`config.mk`:
```
export PLATFORM = sky130hd
export DESIGN_NAME = collision_brake_decision
export DESIGN_NICKNAME = d
export VERILOG_FILES = /design/src/rtl/core/cbd_pkg.sv /design/src/rtl/core/cbd_front.sv /design/src/rtl/core/cbd_div.sv /design/src/rtl/core/cbd_back.sv /design/src/rtl/core/collision_brake_decision.sv
export SDC_FILE = /design/constraint.sdc
export NUM_CORES = 2
export LEC_CHECK = 0
export BUFFER_PORTS_ARGS = -buffer_cell sky130_fd_sc_hd__buf_2
export CAP_MARGIN = 25
export CORE_UTILIZATION = 46
export CTS_CLUSTER_DIAMETER = 30
export CTS_CLUSTER_SIZE = 20
export DETAILED_ROUTE_END_ITERATION = 7
export GPL_ROUTABILITY_DRIVEN = 1
export MAX_ROUTING_LAYER = met4
export PLACE_DENSITY = 0.65
export SLEW_MARGIN = 40
export SYNTH_ARGS = -nofsm -noshare
export SYNTH_HDL_FRONTEND = slang
export SYNTH_SLANG_ARGS = --single-unit
```
`constraint.sdc`:
```
create_clock -name i_clk -period 14.75 [get_ports i_clk]
set_input_delay 2.95 -clock i_clk [delete_from_list [all_inputs] [get_ports i_clk]]
set_output_delay 2.95 -clock i_clk [all_outputs]
set_load 0.03 [all_outputs]
```
`src/rtl/core/cbd_pkg.sv`:
```
// ----------------------------------------------------------------------------
// cbd_pkg
// Shared types and codes for the collision brake decision block.
// ----------------------------------------------------------------------------
package cbd_pkg;

    localparam logic signed [31:0] Q_MAX = 32'sh7FFF_FFFF;
    localparam logic signed [31:0] Q_MIN = 32'sh8000_0000;

    localparam logic [2:0] MODE_IDLE  = 3'd0;
    localparam logic [2:0] MODE_MON   = 3'd1;
    localparam logic [2:0] MODE_PRE   = 3'd2;
    localparam logic [2:0] MODE_BRAKE = 3'd3;
    localparam logic [2:0] MODE_FAULT = 3'd4;

    localparam logic [2:0] RSN_SENSOR = 3'd0;
    localparam logic [2:0] RSN_HOLD   = 3'd1;
    localparam logic [2:0] RSN_NOOBJ  = 3'd2;
    localparam logic [2:0] RSN_CLEAR  = 3'd3;
    localparam logic [2:0] RSN_MON    = 3'd4;
    localparam logic [2:0] RSN_BRAKE  = 3'd5;
    localparam logic [2:0] RSN_WARN   = 3'd6;

    localparam logic [2:0] KIND_CAR  = 3'd0;
    localparam logic [2:0] KIND_PED  = 3'd1;
    localparam logic [2:0] KIND_OBST = 3'd2;
    localparam logic [2:0] KIND_NONE = 3'd3;

    // register indexes, byte address is 4 * index
    localparam logic [2:0] REG_CAR   = 3'd0;
    localparam logic [2:0] REG_PED   = 3'd1;
    localparam logic [2:0] REG_OBST  = 3'd2;
    localparam logic [2:0] REG_WARN  = 3'd3;
    localparam logic [2:0] REG_FLOOR = 3'd4;
    localparam logic [2:0] REG_CEIL  = 3'd5;
    localparam logic [2:0] REG_HYST  = 3'd6;

    typedef enum logic [1:0] {
        OP_RESET,
        OP_FAULT,
        OP_DIV,
        OP_FIX
    } t_op;

    typedef struct packed {
        logic               cmd;
        logic [2:0]         object_kind;
        logic signed [31:0] ego_speed;
        logic signed [31:0] distance;
        logic signed [31:0] closing_speed;
    } t_in_item;

    typedef struct packed {
        logic [2:0]         mode;
        logic               brake_now;
        logic [16:0]        duty;
        logic               buzzer;
        logic               warning;
        logic signed [31:0] time_to_collision;
        logic signed [31:0] needed_decel;
        logic [2:0]         reason_code;
    } t_out_item;

    // classified frame handed from front to back
    typedef struct packed {
        t_op                op;
        logic [2:0]         kind;
        logic signed [31:0] ego;
        logic signed [31:0] obj_dist;
        logic signed [31:0] rel;
        logic signed [31:0] ttc_fix;
    } t_entry;

    typedef struct packed {
        logic [30:0] car_thr;
        logic [30:0] ped_thr;
        logic [30:0] obst_thr;
        logic [30:0] warn_factor;
        logic [16:0] duty_floor;
        logic [16:0] duty_ceiling;
        logic [7:0]  hyst;
    } t_cfg;

endpackage

```
`src/rtl/core/cbd_front.sv`:
```
// ----------------------------------------------------------------------------
// cbd_front
// Frame validation and classification, feeding a two-entry queue.
// ----------------------------------------------------------------------------
module cbd_front import cbd_pkg::*; #(
    parameter int FRAC_BITS = 16
) (
    input  logic     i_clk,
    input  logic     i_rst_n,
    input  logic     i_in_valid,
    input  t_in_item i_in_data,
    output logic     o_in_stall,
    output logic     o_ent_valid,
    output t_entry   o_ent,
    input  logic     i_pop
);
    localparam logic signed [31:0] Q_ONE   = 32'sd1 <<< FRAC_BITS;
    localparam logic signed [31:0] NEG_ONE = -Q_ONE;
    localparam logic signed [31:0] REL_LIM = 32'(100 * (1 << FRAC_BITS));

    t_entry     r_q [2];
    logic       r_wp, r_rp;
    logic [1:0] r_count;
    t_entry     ent;
    logic       push;

    always_comb begin
        ent.kind     = i_in_data.object_kind;
        ent.ego      = i_in_data.ego_speed;
        ent.obj_dist = i_in_data.distance;
        ent.rel      = i_in_data.closing_speed;
        ent.ttc_fix  = Q_MAX;
        ent.op       = OP_FIX;
        if (i_in_data.cmd) begin
            ent.op = OP_RESET;
        end else if (i_in_data.object_kind > KIND_NONE || i_in_data.ego_speed < 0 ||
                     i_in_data.distance < NEG_ONE || i_in_data.closing_speed > REL_LIM ||
                     i_in_data.closing_speed < -REL_LIM) begin
            ent.op = OP_FAULT;
        end else if (i_in_data.distance < 0) begin
            ent.ttc_fix = Q_MIN;
        end else if (i_in_data.distance == 0) begin
            ent.ttc_fix = '0;
        end else if (i_in_data.closing_speed == 0) begin
            ent.ttc_fix = Q_MAX;
        end else if (i_in_data.closing_speed < 0) begin
            ent.ttc_fix = Q_MIN;
        end else begin
            ent.op = OP_DIV;
        end
    end

    assign o_in_stall  = r_count[1];
    assign push        = i_in_valid && !r_count[1];
    assign o_ent_valid = r_count != 2'd0;
    assign o_ent       = r_q[r_rp];

    always_ff @(posedge i_clk) begin
        if (push) begin
            r_q[r_wp] <= ent;
        end
        if (!i_rst_n) begin
            r_wp    <= 1'b0;
            r_rp    <= 1'b0;
            r_count <= 2'd0;
        end else begin
            if (push) r_wp <= ~r_wp;
            if (i_pop) r_rp <= ~r_rp;
            r_count <= r_count + 2'(push) - 2'(i_pop);
        end
    end

    a_no_overfill: assert property (@(posedge i_clk) disable iff (!i_rst_n)
        r_count != 2'd3) else $error("queue count out of range");
    a_pop_nonempty: assert property (@(posedge i_clk) disable iff (!i_rst_n)
        i_pop |-> r_count != 2'd0) else $error("pop from empty queue");
    a_push_grows: assert property (@(posedge i_clk) disable iff (!i_rst_n)
        (push && !i_pop) |=> r_count == $past(r_count) + 2'd1)
        else $error("queue count missed a push");

endmodule

```
`src/rtl/core/cbd_div.sv`:
```
// ----------------------------------------------------------------------------
// cbd_div
// Radix-2 restoring divider: (num << FRAC_BITS) / den, saturated to 31 bits.
// ----------------------------------------------------------------------------
module cbd_div import cbd_pkg::*; #(
    parameter int FRAC_BITS = 16
) (
    input  logic        i_clk,
    input  logic        i_rst_n,
    input  logic        i_start,
    input  logic [30:0] i_num,
    input  logic [30:0] i_den,
    output logic        o_done,
    output logic [30:0] o_quo
);
    localparam int DW = 31 + FRAC_BITS;
    localparam int CW = $clog2(DW + 1);

    logic [DW-1:0] r_quo;
    logic [30:0]   r_rem;
    logic [30:0]   r_den;
    logic [CW-1:0] r_cnt;
    logic          r_busy, r_done;
    logic [31:0]   sh;
    logic          ge;

    assign sh = {r_rem, r_quo[DW-1]};
    assign ge = sh >= {1'b0, r_den};

    always_ff @(posedge i_clk) begin
        if (i_start) begin
            r_quo <= {i_num, FRAC_BITS'(0)};
            r_rem <= '0;
            r_den <= i_den;
        end else if (r_busy) begin
            r_rem <= ge ? 31'(sh - {1'b0, r_den}) : sh[30:0];
            r_quo <= {r_quo[DW-2:0], ge};
        end
        if (!i_rst_n) begin
            r_busy <= 1'b0;
            r_done <= 1'b0;
            r_cnt  <= '0;
        end else if (i_start) begin
            r_busy <= 1'b1;
            r_done <= 1'b0;
            r_cnt  <= CW'(DW);
        end else begin
            r_done <= r_busy && r_cnt == CW'(1);
            if (r_busy) begin
                r_cnt <= r_cnt - CW'(1);
                if (r_cnt == CW'(1)) r_busy <= 1'b0;
            end
        end
    end

    assign o_done = r_done;
    assign o_quo  = (|r_quo[DW-1:31]) ? '1 : r_quo[30:0];

endmodule

```
`src/rtl/core/cbd_back.sv`:
```
// ----------------------------------------------------------------------------
// cbd_back
// Time to collision, warning and duty evaluation, and the mode controller.
// ----------------------------------------------------------------------------
module cbd_back import cbd_pkg::*; #(
    parameter int FRAC_BITS = 16
) (
    input  logic      i_clk,
    input  logic      i_rst_n,
    input  t_cfg      i_cfg,
    input  logic      i_ent_valid,
    input  t_entry    i_ent,
    output logic      o_pop,
    output logic      o_out_valid,
    output t_out_item o_out_data,
    input  logic      i_out_stall
);
    localparam int UW = FRAC_BITS + 1;
    localparam logic [UW-1:0] ONE_U = UW'(1) << FRAC_BITS;

    typedef enum logic [3:0] {
        S_WAIT, S_TTC, S_WMUL, S_EVAL, S_URG, S_DUTY, S_PWM, S_DEC_START, S_DEC, S_FIN
    } t_state;

    t_state              r_state;
    t_op                 r_op;
    logic [2:0]          r_kind;
    logic signed [31:0]  r_ego, r_ttc, r_decel;
    logic [30:0]         r_thr, r_wthr, r_q;
    logic                r_live, r_warn, r_brake;
    logic signed [UW+18:0] r_prod;
    logic [16:0]         r_duty;
    logic [2:0]          r_ctrl;
    logic [7:0]          r_trun, r_crun;
    logic                r_out_valid;
    t_out_item           r_out;
    logic                r_div_start;
    logic [30:0]         r_div_num, r_div_den;
    logic                div_done;
    logic [30:0]         div_quo;

    logic [30:0]         thr_sel;
    logic [61:0]         wprod;
    logic [61:0]         wsh;
    logic [UW-1:0]       urg;
    logic signed [17:0]  span;
    logic signed [UW+18:0] psh;
    logic signed [18:0]  pwm, lo_s, hi_s;
    logic                out_free;
    t_out_item           n_out;
    logic [2:0]          n_ctrl;
    logic [7:0]          n_trun, n_crun;
    logic                threat;

    cbd_div #(.FRAC_BITS(FRAC_BITS)) u_div (
        .i_clk  (i_clk),
        .i_rst_n(i_rst_n),
        .i_start(r_div_start),
        .i_num  (r_div_num),
        .i_den  (r_div_den),
        .o_done (div_done),
        .o_quo  (div_quo)
    );

    always_comb begin
        case (i_ent.kind)
            KIND_CAR:  thr_sel = i_cfg.car_thr;
            KIND_PED:  thr_sel = i_cfg.ped_thr;
            KIND_OBST: thr_sel = i_cfg.obst_thr;
            default:   thr_sel = Q_MAX[30:0];
        endcase
        wprod = {31'd0, r_thr} * {31'd0, i_cfg.warn_factor};
        wsh   = wprod >> FRAC_BITS;
        urg   = ONE_U - r_q[UW-1:0];
        span  = $signed({1'b0, i_cfg.duty_ceiling}) - $signed({1'b0, i_cfg.duty_floor});
        psh   = r_prod >>> FRAC_BITS;
        lo_s  = $signed({2'b0, i_cfg.duty_floor});
        hi_s  = $signed({2'b0, i_cfg.duty_ceiling});
        pwm   = lo_s + psh[18:0];
    end

    assign o_pop    = r_state == S_WAIT && i_ent_valid;
    assign out_free = !r_out_valid || !i_out_stall;

    // controller update and result for the finished frame
    always_comb begin
        n_ctrl = r_ctrl;
        n_trun = r_trun;
        n_crun = r_crun;
        threat = r_warn || r_brake;
        n_out  = '0;
        n_out.time_to_collision = r_ttc;
        n_out.needed_decel      = r_decel;
        n_out.mode              = MODE_IDLE;
        n_out.reason_code       = RSN_CLEAR;
        case (r_op)
            OP_RESET: begin
                n_ctrl = MODE_IDLE;
                n_trun = '0;
                n_crun = '0;
                n_out.time_to_collision = Q_MAX;
                n_out.needed_decel      = '0;
            end
            OP_FAULT: begin
                n_ctrl = MODE_FAULT;
                n_out.mode              = MODE_FAULT;
                n_out.reason_code       = RSN_SENSOR;
                n_out.time_to_collision = Q_MAX;
                n_out.needed_decel      = '0;
            end
            default: begin
                if (r_ctrl == MODE_FAULT) begin
                    n_out.mode        = MODE_FAULT;
                    n_out.reason_code = RSN_HOLD;
                end else if (r_kind == KIND_NONE) begin
                    n_ctrl = MODE_IDLE;
                    n_trun = '0;
                    n_crun = '0;
                    n_out.reason_code = RSN_NOOBJ;
                end else begin
                    if (threat) begin
                        if (r_trun != 8'hFF) n_trun = r_trun + 8'd1;
                        n_crun = '0;
                    end else begin
                        if (r_crun != 8'hFF) n_crun = r_crun + 8'd1;
                        n_trun = '0;
                    end
                    if (!threat && n_crun >= i_cfg.hyst) begin
                        n_ctrl = MODE_IDLE;
                        n_out.reason_code = RSN_CLEAR;
                    end else if (threat && n_trun < i_cfg.hyst) begin
                        if (r_ctrl == MODE_IDLE) n_ctrl = MODE_MON;
                        n_out.warning     = r_warn;
                        n_out.reason_code = RSN_MON;
                    end else if (threat) begin
                        n_out.buzzer = 1'b1;
                        if (r_brake) begin
                            n_ctrl = MODE_BRAKE;
                            n_out.brake_now   = 1'b1;
                            n_out.duty        = r_duty;
                            n_out.reason_code = RSN_BRAKE;
                        end else begin
                            n_ctrl = MODE_PRE;
                            n_out.warning     = 1'b1;
                            n_out.reason_code = RSN_WARN;
                        end
                    end else begin
                        n_out.reason_code = RSN_MON;
                    end
                    n_out.mode = n_ctrl;
                end
            end
        endcase
    end

    always_ff @(posedge i_clk) begin
        if (!i_rst_n) begin
            r_state     <= S_WAIT;
            r_ctrl      <= MODE_IDLE;
            r_trun      <= '0;
            r_crun      <= '0;
            r_out_valid <= 1'b0;
            r_div_start <= 1'b0;
        end else begin
            if (r_out_valid && !i_out_stall && r_state != S_FIN) r_out_valid <= 1'b0;
            case (r_state)
                S_WAIT: begin
                    if (i_ent_valid) begin
                        r_op    <= i_ent.op;
                        r_kind  <= i_ent.kind;
                        r_ego   <= i_ent.ego;
                        r_thr   <= thr_sel;
                        r_ttc   <= i_ent.ttc_fix;
                        r_warn  <= 1'b0;
                        r_brake <= 1'b0;
                        r_duty  <= '0;
                        r_decel <= '0;
                        case (i_ent.op)
                            OP_DIV: begin
                                r_div_start <= 1'b1;
                                r_div_num   <= i_ent.obj_dist[30:0];
                                r_div_den   <= i_ent.rel[30:0];
                                r_state     <= S_TTC;
                            end
                            OP_FIX:  r_state <= S_WMUL;
                            default: r_state <= S_FIN;
                        endcase
                    end
                end
                S_TTC: begin
                    r_div_start <= 1'b0;
                    if (div_done) begin
                        r_ttc   <= $signed({1'b0, div_quo});
                        r_state <= S_WMUL;
                    end
                end
                S_WMUL: begin
                    r_wthr  <= (|wsh[61:31]) ? Q_MAX[30:0] : wsh[30:0];
                    r_live  <= r_ego > 0 && r_ttc > 0 && r_ttc != Q_MAX;
                    r_state <= S_EVAL;
                end
                S_EVAL: begin
                    r_warn  <= r_live && r_ttc[30:0] < r_wthr;
                    r_brake <= r_live && r_ttc[30:0] < r_thr;
                    if (r_live && r_ttc[30:0] < r_thr) begin
                        r_div_start <= 1'b1;
                        r_div_num   <= r_ttc[30:0];
                        r_div_den   <= r_thr;
                        r_state     <= S_URG;
                    end else begin
                        r_state <= S_DEC_START;
                    end
                end
                S_URG: begin
                    r_div_start <= 1'b0;
                    if (div_done) begin
                        r_q     <= div_quo;
                        r_state <= S_DUTY;
                    end
                end
                S_DUTY: begin
                    r_prod  <= $signed({1'b0, urg}) * span;
                    r_state <= S_PWM;
                end
                S_PWM: begin
                    if (pwm < lo_s) r_duty <= i_cfg.duty_floor;
                    else if (pwm > hi_s) r_duty <= i_cfg.duty_ceiling;
                    else r_duty <= pwm[16:0];
                    r_state <= S_DEC_START;
                end
                S_DEC_START: begin
                    if (r_ttc <= 0) begin
                        r_decel <= Q_MAX;
                        r_state <= S_FIN;
                    end else begin
                        r_div_start <= 1'b1;
                        r_div_num   <= r_ego[30:0];
                        r_div_den   <= r_ttc[30:0];
                        r_state     <= S_DEC;
                    end
                end
                S_DEC: begin
                    r_div_start <= 1'b0;
                    if (div_done) begin
                        r_decel <= $signed({1'b0, div_quo});
                        r_state <= S_FIN;
                    end
                end
                S_FIN: begin
                    if (out_free) begin
                        r_out       <= n_out;
                        r_out_valid <= 1'b1;
                        r_ctrl      <= n_ctrl;
                        r_trun      <= n_trun;
                        r_crun      <= n_crun;
                        r_state     <= S_WAIT;
                    end
                end
                default: r_state <= S_WAIT;
            endcase
        end
    end

    assign o_out_valid = r_out_valid;
    assign o_out_data  = r_out;

    a_duty_brake: assert property (@(posedge i_clk) disable iff (!i_rst_n)
        (r_out_valid && r_out.duty != '0) |-> r_out.brake_now)
        else $error("duty without brake command");
    a_brake_mode: assert property (@(posedge i_clk) disable iff (!i_rst_n)
        (r_out_valid && r_out.brake_now) |-> r_out.mode == MODE_BRAKE)
        else $error("brake command outside braking mode");
    a_fault_sticky: assert property (@(posedge i_clk) disable iff (!i_rst_n)
        (r_ctrl == MODE_FAULT && !(r_state == S_FIN && r_op == OP_RESET))
        |=> r_ctrl == MODE_FAULT) else $error("fault left without reset command");
    a_pop_idle: assert property (@(posedge i_clk) disable iff (!i_rst_n)
        o_pop |=> r_state != S_WAIT) else $error("entry popped but not started");

endmodule

```
`src/rtl/core/collision_brake_decision.sv`:
```
// ----------------------------------------------------------------------------
// collision_brake_decision
// Sensor frame validation, time to collision and brake/warning control.
// ----------------------------------------------------------------------------
// Reset commands and invalid frames skip the divider; a frame with a
//   computed time to collision (Q16.16 by default) makes up to three passes
//   through the shared radix-2 divider, with urgency and needed deceleration.
// A two-entry queue takes further frames while a frame is evaluated.
// Reset: synchronous active low; registers to defaults, mode idle, counters 0.
module collision_brake_decision import cbd_pkg::*; #(
    parameter int FRAC_BITS = 16
) (
    input  logic        i_clk,
    input  logic        i_rst_n,
    input  logic        i_in_valid,
    input  t_in_item    i_in_data,
    output logic        o_in_stall,
    output logic        o_out_valid,
    output t_out_item   o_out_data,
    input  logic        i_out_stall,
    input  logic        psel,
    input  logic        penable,
    input  logic        pwrite,
    input  logic [4:0]  paddr,
    input  logic [31:0] pwdata,
    output logic [31:0] prdata,
    output logic        pready
);
    t_cfg   r_cfg;
    logic   ent_valid, pop;
    t_entry ent;

    assign pready = 1'b1;

    always_ff @(posedge i_clk) begin
        if (!i_rst_n) begin
            r_cfg.car_thr      <= 31'd131072;
            r_cfg.ped_thr      <= 31'd196608;
            r_cfg.obst_thr     <= 31'd98304;
            r_cfg.warn_factor  <= 31'd85197;
            r_cfg.duty_floor   <= 17'd19661;
            r_cfg.duty_ceiling <= 17'd65536;
            r_cfg.hyst         <= 8'd3;
        end else if (psel && penable && pwrite) begin
            case (paddr[4:2])
                REG_CAR:   r_cfg.car_thr      <= pwdata[30:0];
                REG_PED:   r_cfg.ped_thr      <= pwdata[30:0];
                REG_OBST:  r_cfg.obst_thr     <= pwdata[30:0];
                REG_WARN:  r_cfg.warn_factor  <= pwdata[30:0];
                REG_FLOOR: r_cfg.duty_floor   <= pwdata[16:0];
                REG_CEIL:  r_cfg.duty_ceiling <= pwdata[16:0];
                REG_HYST:  r_cfg.hyst         <= pwdata[7:0];
                default: ;
            endcase
        end
    end

    always_comb begin
        case (paddr[4:2])
            REG_CAR:   prdata = {1'b0, r_cfg.car_thr};
            REG_PED:   prdata = {1'b0, r_cfg.ped_thr};
            REG_OBST:  prdata = {1'b0, r_cfg.obst_thr};
            REG_WARN:  prdata = {1'b0, r_cfg.warn_factor};
            REG_FLOOR: prdata = {15'd0, r_cfg.duty_floor};
            REG_CEIL:  prdata = {15'd0, r_cfg.duty_ceiling};
            REG_HYST:  prdata = {24'd0, r_cfg.hyst};
            default:   prdata = '0;
        endcase
    end

    cbd_front #(.FRAC_BITS(FRAC_BITS)) u_front (
        .i_clk      (i_clk),
        .i_rst_n    (i_rst_n),
        .i_in_valid (i_in_valid),
        .i_in_data  (i_in_data),
        .o_in_stall (o_in_stall),
        .o_ent_valid(ent_valid),
        .o_ent      (ent),
        .i_pop      (pop)
    );

    cbd_back #(.FRAC_BITS(FRAC_BITS)) u_back (
        .i_clk      (i_clk),
        .i_rst_n    (i_rst_n),
        .i_cfg      (r_cfg),
        .i_ent_valid(ent_valid),
        .i_ent      (ent),
        .o_pop      (pop),
        .o_out_valid(o_out_valid),
        .o_out_data (o_out_data),
        .i_out_stall(i_out_stall)
    );

endmodule

```
==> flow_summary.toml <==
[outcome]
status = "finished, final reports clean"

[hold_path]
hp-class = "flop to flop"

[placed_design]
pre_cts_ws_ps = 4450
gp_congestion = 0.937
dp_hpwl_um = 176000
port_buffers = 262

[global_route]
overflow = 0
grt_pass1_vias = 64200
top_usage_layer = "met2"
grt_max_degree = 97
grt_use_total_pct = 27.7
grt_pass1_wl_um = 374000
grt.met2_usage_pct = 43.6
use_met3_pct = 4.55
met1_usage_pct = 35.3
antenna_found_initial = 33

[sta]
finalCritPeriodShare_pct = 68.8
fin_crit_ps = 10150
max_freq_ghz = 0.0986
finalHoldViolations = 0
fin_setup_tns_ps = 0
fin_worst_skew_ps = 50.0
finalMaxSlewViolations = 0
setup_viol = 0
worst_slack_ps = 4600
relSlewSlack_pct = 40.6
worstMarginPinSlew_ps = 890
rsz0062_at_grt = "false"

[yosys]
synth-seq-cells = 884
synth-edff-count = 633
synth_cell_types = 88
syn_area_um2 = 82300
yosysSeqAreaShare_pct = 29.2
ys.flop_type = "edfxtp_1"
synthArstFlopShare_pct = 0
synthCells = 8390
synth_warnings = 0
synth.avg_cell_area_um2 = 9.81

[drt]
detail_route.first_pass.iterations = 8
drt-total-wl_um = 239000
drtAntennaViolNets = 0
viasPerCell = 5.58
wl_per_cell_um = 21.8
drc = 0
vias = 61400
drt_iter0_drc = 5035

[setup_path]
critPathMaxStageDelay_ps = 690
crit_path_end_kind = "flop"
critPathSlowestCell = "o41ai_2"
cp-start-kind = "flop"
critPathArrivalTime_ps = 10660
critical_path_class = "flop to flop"
cpMostUsedCell = "fa_1"
crit_fanout = 9
cp.required_ps = 15270

[final_layout]
area_delta_synth_final_pct = 11.8
final_layout_size_suffix_gt1_share_pct = 9.37
fin_nets = 10300
fill_cells = 15900

[flow_run]
drv_cap = 0

[cts]
clk_root_buffer_cell = "clkbuf_16"
cts_tree = "done"
clock_latency_ps = 780
ctsHoldBuffers = 0
cts_buffers = 159
post-cts-setup-buffer-count = 0
cts_sinks = 884
cts_buffer_depth = 3
path_clk_slew_ps = 50
htreeDepth = 4
cts_resized = 0

[die]
io_pins = 269
die_y_um = 425
coreArea_um2 = 177000
initial_core_util_pct = 46.5
row_count = 154
die_w_um = 425
die_area_um2 = 181000
stage by stage:
step / area, µm² / instances / hold WS, ps / util, %
floorplan: 82300 / 8391 / 400 / -
global placement: 86000 / 10700 / 404 / 48.6
detailed placement: 86300 / 10700 / 405 / 48.8
CTS: 91800 / 11000 / 418 / 51.9
global route: 92000 / 11000 / 420 / 52.0
finish: 92000 / 11000 / 416 / 52.0
layer usage:
metal | routed length (µm) | up-vias
met3 | 18100 | 552
met5 | 0 | -
met2 | 113000 | 2524
met1 | 96900 | 31000
met4 | 11000 | 0
li1 | - | 27400
kinds of logic (layout without fill, tap and decap cells):
| group | after synthesis | in the layout | synth area share [%] |
|---|---|---|---|
| other | 2 | 28 | 0.00912 |
| multiplexers | 149 | 149 | 1.87 |
| buffers and inverters | 1748 | 1995 | 8.02 |
| adder cells (fa/ha/maj) | 1630 | 1630 | 34.6 |
| XOR/XNOR | 155 | 155 | 1.67 |
| flip-flops | 884 | 884 | 29.2 |
| AND/OR/NAND/NOR | 2730 | 2730 | 16.0 |
| AO/OA/AOI/OAI | 1092 | 1092 | 8.63 |
critical path: cells and delay by family, from the launching register on:
family	cells	cell delay, ps
adder cells (fa/ha/maj)	9	3740
buffers and inverters	4	190
AO/OA/AOI/OAI	17	4660
XOR/XNOR	1	80
AND/OR/NAND/NOR	4	740
flip-flops	1	480
final timing paths:
kind	start	end	slack [ps]	cells after the start
setup reg to reg	r_cfg[25]	u_back.r_prod[33]	4600	35
hold / removal	u_back.r_div_den[26]	u_back.u_div.r_den[26]	420	0
setup / recovery	r_cfg[25]	u_back.r_prod[33]	4600	35
hold reg to reg	u_back.r_div_den[26]	u_back.u_div.r_den[26]	420	0
Yosys cell counts (10+ instances only):
| master | count | share of area [%] |
|---|---|---|
| nor2b_1 | 77 | 0.59 |
| ha_1 | 552 | 8.4 |
| mux2_2 | 40 | 0.55 |
| and2_1 | 673 | 5.1 |
| nor3_1 | 48 | 0.29 |
| xor2_1 | 72 | 0.77 |
| o21a_1 | 14 | 0.13 |
| clkbuf_1 | 398 | 1.8 |
| xnor2_1 | 82 | 0.87 |
| inv_1 | 1306 | 6.0 |
| a21o_1 | 101 | 0.92 |
| a21oi_1 | 377 | 2.3 |
| a21boi_0 | 10 | 0.091 |
| dfxtp_1 | 251 | 6.1 |
| nand4_1 | 55 | 0.42 |
| and4_1 | 11 | 0.12 |
| nand2b_1 | 106 | 0.81 |
| a31oi_1 | 19 | 0.14 |
| o211ai_1 | 19 | 0.17 |
| buf_1 | 29 | 0.13 |
| and3_1 | 29 | 0.22 |
| a221o_1 | 18 | 0.22 |
| a22o_1 | 51 | 0.54 |
| a22oi_1 | 47 | 0.43 |
| nand2_1 | 1151 | 5.2 |
| o211a_1 | 31 | 0.38 |
| mux2i_1 | 109 | 1.3 |
| edfxtp_1 | 633 | 23 |
| o21ai_0 | 199 | 1.2 |
| nor4_1 | 47 | 0.36 |
| o31ai_1 | 12 | 0.11 |
| a211oi_1 | 85 | 0.78 |
| nand3_1 | 108 | 0.66 |
| nor2_1 | 369 | 1.7 |
| or2_2 | 13 | 0.099 |
| fa_1 | 1078 | 26 |
| or3_1 | 18 | 0.14 |
| o21bai_1 | 14 | 0.13 |
layout make-up:
type	count	area, µm²	area share (%)
multi-input cells	5759	52000	56.5
flip-flops and latches	884	24100	26.1
inverters	1307	4910	5.34
clock buffers	179	4140	4.49
well taps	2340	2930	3.18
repair buffers	394	2480	2.70
clock inverters	115	1440	1.56
diodes	25	62.6	0.0680
placed cells by master, fill, tap and decap left out, types with 107 or more instances in the layout:
cell,synthesis,routed
inv_1,1306,1303
nand2_1,1151,1144
fa_1,1078,1078
and2_1,673,668
edfxtp_1,633,633
ha_1,552,552
a21oi_1,377,373
nor2_1,369,362
buf_2,8,262
dfxtp_1,251,235
o21ai_0,199,198
clkbuf_16,0,161
buf_4,3,115
nand3_1,108,107
flip-flops by register name (all words and copies together), names as in the netlist, 4 cells and up, named ones only:
name	cells
u_back.r_ttc	32
u_back.r_q	17
u_back.r_trun	8
u_front.r_q	202
u_back.r_crun	8
u_back.r_state	4
u_back.r_div_num	31
u_back.r_wthr	31
u_back.o_out_data	89
u_back.r_duty	17
u_back.r_ego	32
u_back.u_div.r_den	31
u_back.u_div.r_cnt	6
u_back.r_prod	19
u_back.r_decel	31
u_back.r_thr	31
u_back.u_div.r_rem	31
u_back.r_div_den	31
r_cfg	166
u_back.u_div.r_quo	47
Power is left out: the tool's default activity adds up to more than one toggle a clock period on the data nets, which glitch-free logic cannot reach.
